$ cat src/rtl/core/gdd_pkg.sv
// Shared types, constants and the month table for the Gregorian day-difference block.
`timescale 1ns / 1ps

package gdd_pkg;

	localparam int DAY_W   = 5;
	localparam int MONTH_W = 4;
	localparam int YEAR_W  = 14;
	localparam int COUNT_W = 23;

	// Years before the given year, shifted by 400 so the count never goes negative.
	localparam int ELAPSED_W    = 15;
	localparam int YEAR_OFFSET  = 399;

	// Reciprocal of 100: x / 100 == (x * 5243) >> 19 for every x below 43690.
	localparam int RECIP_100    = 5243;
	localparam int RECIP_W      = 13;
	localparam int RECIP_SHIFT  = 19;
	localparam int PROD_W       = ELAPSED_W + RECIP_W;
	localparam int QUOT_W       = PROD_W - RECIP_SHIFT;

	localparam int MONTH_PART_W = 9;
	localparam int DIFF_W       = COUNT_W + 1;

	localparam int DAYS_PER_YEAR = 365;
	localparam int CENTURY       = 100;

	localparam int COUNT_MAX = (1 << (COUNT_W - 1)) - 1;
	localparam int COUNT_MIN = -(1 << (COUNT_W - 1));

	localparam logic [MONTH_W-1:0] MONTH_JAN = 4'd1;
	localparam logic [MONTH_W-1:0] MONTH_FEB = 4'd2;

	typedef struct packed {
		logic [DAY_W-1:0]   day;
		logic [MONTH_W-1:0] month;
		logic [YEAR_W-1:0]  year;
	} date_t;

	// Days in the months of a common year that come before the given month.
	function automatic logic [MONTH_PART_W-1:0] days_before_month(
		input logic [MONTH_W-1:0] mon);
		logic [MONTH_PART_W-1:0] d;
		case (mon)
			4'd2:    d = 9'd31;
			4'd3:    d = 9'd59;
			4'd4:    d = 9'd90;
			4'd5:    d = 9'd120;
			4'd6:    d = 9'd151;
			4'd7:    d = 9'd181;
			4'd8:    d = 9'd212;
			4'd9:    d = 9'd243;
			4'd10:   d = 9'd273;
			4'd11:   d = 9'd304;
			4'd12:   d = 9'd334;
			default: d = 9'd0;
		endcase
		return d;
	endfunction

endpackage

$ cat src/rtl/core/gdd_day_number.sv
// Three-stage pipeline that turns one calendar date into a linear day number.
`timescale 1ns / 1ps

module gdd_day_number (
	input  logic                          clk,
	input  logic                          arst_n,
	input  logic                          in_valid,
	input  gdd_pkg::date_t                date,
	output logic                          out_valid,
	output logic [gdd_pkg::COUNT_W-1:0]   day_num
);

	localparam int EW = gdd_pkg::ELAPSED_W;
	localparam int QW = gdd_pkg::QUOT_W;
	localparam int PW = gdd_pkg::PROD_W;
	localparam int CW = gdd_pkg::COUNT_W;
	localparam int MW = gdd_pkg::MONTH_PART_W;
	localparam int YW = gdd_pkg::YEAR_W;

	logic [gdd_pkg::MONTH_W-1:0] mon_fix;
	logic [EW-1:0]               elapsed;
	logic [PW-1:0]               prod_e;
	logic [PW-1:0]               prod_y;

	logic                          valid_s1;
	logic [gdd_pkg::DAY_W-1:0]     day_s1;
	logic [gdd_pkg::MONTH_W-1:0]   mon_s1;
	logic [YW-1:0]                 year_s1;
	logic [EW-1:0]                 elapsed_s1;
	logic [QW-1:0]                 q_e_s1;
	logic [QW-1:0]                 q_y_s1;

	logic          century;
	logic          leap;
	logic [CW-1:0] year_part;
	logic [MW-1:0] month_part;

	logic          valid_s2;
	logic [CW-1:0] year_part_s2;
	logic [MW-1:0] month_part_s2;

	logic          valid_s3;
	logic [CW-1:0] day_num_s3;

	// Stage 1: clean up the month and divide both year counts by 100.
	always_comb begin
		mon_fix = (date.month inside {[gdd_pkg::MONTH_JAN:4'd12]}) ? date.month
			: gdd_pkg::MONTH_JAN;
		elapsed = EW'(date.year) + EW'(gdd_pkg::YEAR_OFFSET);
		prod_e  = PW'(elapsed) * PW'(gdd_pkg::RECIP_100);
		prod_y  = PW'(date.year) * PW'(gdd_pkg::RECIP_100);
	end

	always_ff @(posedge clk or negedge arst_n) begin
		if (!arst_n) begin
			valid_s1 <= 1'b0;
		end else begin
			valid_s1 <= in_valid;
		end
	end

	always_ff @(posedge clk) begin
		day_s1     <= date.day;
		mon_s1     <= mon_fix;
		year_s1    <= date.year;
		elapsed_s1 <= elapsed;
		q_e_s1     <= prod_e[PW-1:gdd_pkg::RECIP_SHIFT];
		q_y_s1     <= prod_y[PW-1:gdd_pkg::RECIP_SHIFT];
	end

	// Stage 2: days of the elapsed years, and days into the current year.
	always_comb begin
		century = ({2'b00, year_s1} == 16'(16'(q_y_s1) * 16'(gdd_pkg::CENTURY)));
		leap    = (year_s1[1:0] == 2'b00) && (!century || (q_y_s1[1:0] == 2'b00));
		year_part = CW'(CW'(elapsed_s1) * CW'(gdd_pkg::DAYS_PER_YEAR))
			+ CW'(elapsed_s1 >> 2) - CW'(q_e_s1) + CW'(q_e_s1 >> 2);
		month_part = gdd_pkg::days_before_month(mon_s1) + MW'(day_s1)
			+ MW'(leap && (mon_s1 > gdd_pkg::MONTH_FEB));
	end

	always_ff @(posedge clk or negedge arst_n) begin
		if (!arst_n) begin
			valid_s2 <= 1'b0;
		end else begin
			valid_s2 <= valid_s1;
		end
	end

	always_ff @(posedge clk) begin
		year_part_s2  <= year_part;
		month_part_s2 <= month_part;
	end

	// Stage 3: the day number itself.
	always_ff @(posedge clk or negedge arst_n) begin
		if (!arst_n) begin
			valid_s3 <= 1'b0;
		end else begin
			valid_s3 <= valid_s2;
		end
	end

	always_ff @(posedge clk) begin
		day_num_s3 <= year_part_s2 + CW'(month_part_s2);
	end

	assign out_valid = valid_s3;
	assign day_num   = day_num_s3;

endmodule

$ cat src/rtl/core/gregorian_day_difference.sv
// Top level: signed day count between two Gregorian dates.
// An accepted word passes through both day-number pipelines and then the output register before done rises.
// Throughput: one word per cycle; busy is always low, so start may stay high every cycle.
// The depth is set by the three stages of each day-number pipeline plus the subtract stage.
// Reset (arst_n low, asynchronous) clears every valid bit, so no stale word emerges.
`timescale 1ns / 1ps

module gregorian_day_difference (
	input  logic                               clk,
	input  logic                               arst_n,
	input  logic                               start,
	output logic                               busy,
	input  logic [gdd_pkg::DAY_W-1:0]          end_day,
	input  logic [gdd_pkg::MONTH_W-1:0]        end_month,
	input  logic [gdd_pkg::YEAR_W-1:0]         end_year,
	input  logic [gdd_pkg::DAY_W-1:0]          start_day,
	input  logic [gdd_pkg::MONTH_W-1:0]        start_month,
	input  logic [gdd_pkg::YEAR_W-1:0]         start_year,
	output logic                               done,
	output logic signed [gdd_pkg::COUNT_W-1:0] day_count
);

	localparam int CW = gdd_pkg::COUNT_W;
	localparam int DW = gdd_pkg::DIFF_W;

	gdd_pkg::date_t end_date;
	gdd_pkg::date_t start_date;
	logic           accept;
	logic           end_valid;
	logic           start_valid;
	logic [CW-1:0]  end_num;
	logic [CW-1:0]  start_num;
	logic signed [DW-1:0] diff;
	logic signed [CW-1:0] clipped;

	logic                 valid_s4;
	logic signed [CW-1:0] count_s4;

	// Every stage moves every cycle and the receiver cannot stall, so the
	// block never has a reason to refuse a word.
	assign busy   = 1'b0;
	assign accept = start && !busy;

	assign end_date   = '{day: end_day, month: end_month, year: end_year};
	assign start_date = '{day: start_day, month: start_month, year: start_year};

	// Both dates run through identical pipelines side by side, so their day
	// numbers arrive in the same cycle.
	gdd_day_number u_end_num (
		.clk       (clk),
		.arst_n    (arst_n),
		.in_valid  (accept),
		.date      (end_date),
		.out_valid (end_valid),
		.day_num   (end_num)
	);

	gdd_day_number u_start_num (
		.clk       (clk),
		.arst_n    (arst_n),
		.in_valid  (accept),
		.date      (start_date),
		.out_valid (start_valid),
		.day_num   (start_num)
	);

	// The constant offset inside each day number cancels in the subtraction.
	// Valid dates always fit the result; years beyond 9999 can overflow it,
	// and the count then clips to the most negative or most positive value.
	always_comb begin
		diff = signed'(DW'(end_num)) - signed'(DW'(start_num));
		if (diff > DW'(gdd_pkg::COUNT_MAX)) begin
			clipped = CW'(gdd_pkg::COUNT_MAX);
		end else if (diff < DW'(gdd_pkg::COUNT_MIN)) begin
			clipped = CW'(gdd_pkg::COUNT_MIN);
		end else begin
			clipped = diff[CW-1:0];
		end
	end

	// Output register: done is a one-cycle strobe per word.
	always_ff @(posedge clk or negedge arst_n) begin
		if (!arst_n) begin
			valid_s4 <= 1'b0;
		end else begin
			valid_s4 <= end_valid && start_valid;
		end
	end

	always_ff @(posedge clk) begin
		count_s4 <= clipped;
	end

	assign done      = valid_s4;
	assign day_count = count_s4;

	// A word that is accepted always comes out as done once it has passed both pipelines and the output register.
	a_latency: assert property (@(posedge clk) disable iff (!arst_n)
		accept |=> ##3 done)
		else $error("accepted word did not produce done after four cycles");

	// No result appears without a matching accepted word.
	a_no_spurious: assert property (@(posedge clk) disable iff (!arst_n)
		!accept |=> ##3 !done)
		else $error("done raised without a matching accepted word");

	// Identical dates give a count of zero.
	a_same_date: assert property (@(posedge clk) disable iff (!arst_n)
		done && $past(accept, 4)
		&& ($past(end_day, 4) == $past(start_day, 4))
		&& ($past(end_month, 4) == $past(start_month, 4))
		&& ($past(end_year, 4) == $past(start_year, 4))
		|-> (day_count == '0))
		else $error("equal dates gave a nonzero day count");

endmodule
$ cat config.mk
export PLATFORM = sky130hd
export DESIGN_NAME = gregorian_day_difference
export DESIGN_NICKNAME = d
export VERILOG_FILES = /design/src/rtl/core/gdd_pkg.sv /design/src/rtl/core/gdd_day_number.sv /design/src/rtl/core/gregorian_day_difference.sv
export SDC_FILE = /design/constraint.sdc
export NUM_CORES = 2
export LEC_CHECK = 0
export ABC_AREA = 1
export ABC_CLOCK_PERIOD_IN_PS = 5800
export BUFFER_PORTS_ARGS = -buffer_cell sky130_fd_sc_hd__buf_2
export CAP_MARGIN = 20
export CORE_MARGIN = 8
export CORE_UTILIZATION = 30
export DETAILED_ROUTE_END_ITERATION = 10
export SYNTH_ARGS = -nofsm -noshare
export SYNTH_HDL_FRONTEND = slang
export SYNTH_SLANG_ARGS = --single-unit
$ cat constraint.sdc
create_clock -name clk -period 5.8 [get_ports clk]
set_input_delay 0.87 -clock clk [delete_from_list [all_inputs] [get_ports clk]]
set_output_delay 0.87 -clock clk [all_outputs]
set_load 0.05 [all_outputs]
==> impl_metrics.json <==
{
  "status": "complete, no violations",
  "yosys.cell_count.top_type": "inv_1",
  "firstDrtPassIters": 5,
  "htreeDepth": 2,
  "io_buffers": 72,
  "start_kind": "primary input",
  "cp_common_cell": "nand2_1",
  "fin_skew_ns": 0.03904,
  "routed_via_density": 4.328,
  "num-nets-final": 5711,
  "drv_slew": 0,
  "synthMuxAreaShare": 0,
  "synth.avg_cell_area_um2": 8.519,
  "routed-via-count": 26587,
  "layout-drive-gt1-share": 0.08396,
  "yosys.area.top_type": "ha_1",
  "synth_xor_area_frac": 0.05029,
  "start_util": 0.3015,
  "yosys_warnings": 0,
  "hold_viol": 0,
  "finalSetupViolations": 0,
  "tightest_slew_ns": 0.7759,
  "design.core.area_mm2": 0.1197,
  "critPathKind": "in -> reg",
  "postCtsHoldBufs": 0,
  "synth_ff_type": "dfxtp_1",
  "gp_congestion": 0.8713,
  "end_kind": "flip-flop",
  "crit_buf_inv": 5,
  "clk_pin_slew_ns": 0.06,
  "ant_nets": 0,
  "synth_cells": 4235,
  "wl_per_cell_um": 13.79,
  "period_minus_slack_ns": 5.506,
  "synth_area_leaders": "ha_1, fa_1, dfxtp_1",
  "ioPinCount": 74,
  "synth-edff-count": 0,
  "fmax_mhz": 181.6,
  "rows": 127,
  "die_h_um": 362.8,
  "synth_top_family_by_area": "adder cells",
  "netlist_area_mm2": 0.03608,
  "dieArea_mm2": 0.1316,
  "numCtsBuffers": 35,
  "synth-simple-area-share": 0.1310,
  "worstPathRequired_ns": 6.26,
  "max_stage_delay_ns": 0.53,
  "synth_compound_area_frac": 0.06398,
  "chipWidth_um": 362.8,
  "clock_latency_ns": 0.57,
  "ys_ff_latch": 265,
  "synth.distinct_cells": 50,
  "yosysSeqAreaShare": 0.1476,
  "routed_wl_um": 84700,
  "tns_ns": 0,
  "cp_data_arrival_time_ns": 5.96,
  "period_share": 0.9493,
  "hold-worst-slack_ns": 0.08557,
  "hold_path.class": "in -> async",
  "yosys-top-cells-count": "inv_1, ha_1, nand2_1",
  "synth_fp_nets": 5443,
  "cts_tree": "yes",
  "rr_startpoint": "u_start_num.elapsed_s1[8]",
  "dp_hpwl_um": 75750,
  "worst-path-max-fanout": 6,
  "yosysTopAreaCellShare": 0.2487,
  "drc": 0,
  "grt.overflow.total": 0,
  "startpoint": "start_year[1]",
  "grt_pass1_vias": 28101,
  "grt_max_degree": 23,
  "cp_slowest_cell": "fa_1",
  "antenna_found_initial": 8,
  "clock_sinks": 265,
  "cts_max_path_buffers": 3,
  "cap_violations": 0,
  "clockRootBuffer": "clkbuf_16",
  "async_reset_ff_frac": 0.01509,
  "track_usage": 0.1302,
  "synthAdderAreaFrac": 0.4939,
  "grt_pass1_wl_um": 141300,
  "max-slew-margin-rel": 0.4826,
  "crit_family": "adder cells",
  "syn_to_final_growth_pct": 13.91,
  "drt_iter0_drc": 972
}
-- stage by stage --
step	util	instances	area [um2]	setup slack [ns]
2_1_floorplan	-	4235	36270	-0.01377
3_3_place_gp	0.3326	6074	39800	-0.2807
3_5_place_dp	0.3326	6074	39800	-0.3460
4_1_cts	0.3424	6134	40970	0.2498
5_1_grt	0.3434	6140	41090	-0.03096
6_report	0.3435	6143	41100	0.2938
-- state kept, by name, summed over array words and instances, names as in the netlist, 4 cells and up, named ones only --
name and count:
u_end_num.month_part_s2 9, u_end_num.year_s1 14, u_end_num.q_e_s1 9, u_start_num.elapsed_s1 15, u_end_num.year_part_s2 23, u_end_num.day_num 23
u_end_num.day_s1 5, u_start_num.day_s1 5, u_start_num.q_e_s1 9, u_start_num.month_part_s2 9, u_start_num.q_y_s1 8, u_start_num.mon_s1 4
day_count 23, u_end_num.mon_s1 4, u_start_num.year_part_s2 23, u_end_num.q_y_s1 8, u_end_num.elapsed_s1 15, u_start_num.day_num 23
u_start_num.year_s1 14
-- kinds of logic (layout without fill, tap and decap cells) --
| group | count (synthesis) | count (layout) |
|---|---|---|
| AND/OR/NAND/NOR | 1122 | 1122 |
| XOR/XNOR | 198 | 198 |
| adder cells (fa/ha/maj) | 1159 | 1159 |
| other | 1 | 6 |
| buffers and inverters | 1078 | 1369 |
| AO/OA/AOI/OAI | 412 | 412 |
| flip-flops | 265 | 265 |
-- layout by cell type (no fill, tap or decap), types with 8 or more instances in the layout --
cell type	synthesis	routed
a21oi_1	188	184
nand4_1	55	55
a21oi_2	6	8
xor2_2	2	9
a21o_1	32	32
buf_4	1	166
nand2_1	641	636
nand2_2	10	15
buf_2	1	72
xnor2_1	70	70
clkbuf_16	0	35
o21ai_0	120	120
o21bai_1	25	25
inv_2	3	9
inv_1	1068	1058
dfxtp_1	261	261
fa_1	442	442
ha_1	717	712
nand3_1	135	135
nor2_1	206	202
xor2_1	122	113
nor2_2	6	8
nor4_1	15	13
a31oi_1	15	15
nor3_1	35	31
-- path summary, 6_finish.rpt --
kind | end | slack [ns] | cells past startpoint
min in group clk | u_start_num.out_valid | 0.35 | 0
hold / removal | u_start_num.valid_s2 | 0.09 | 1
hold reg to reg | u_start_num.out_valid | 0.35 | 0
setup / recovery | u_start_num.q_e_s1[4] | 0.29 | 26
setup reg to reg | u_start_num.year_part_s2[18] | 1.02 | 17
max in group asynchronous | u_start_num.out_valid | 5.60 | 1
-- repair_timing --
action | CTS | global route
setup endpoints to repair | 0 | 8
resized for setup | 0 | 19
setup buffers | 0 | 4
-- cell type report --
type                    instances  area [um2]
well taps                    1612        2017
flip-flops and latches        265        5325
inverters                    1071        4035
clock buffers                  46       967.2
diodes                          5       12.51
fillers                     12428       78560
multi-input cells            2892       26930
repair buffers                238        1607
clock inverters                14       207.7
-- routing by layer --
layer | up-vias | GRT usage | share of wire
li1 | 13671 | - | -
met1 | 12499 | 0.1754 | 0.48
met2 | 310 | 0.2203 | 0.46
met3 | 101 | 0.01755 | 0.034
met4 | 6 | 0.03072 | 0.021
met5 | - | 0 | 0.00047
Power is not shown: default switching activity piles up to over one toggle a cycle in this logic, so the estimate is an artifact.
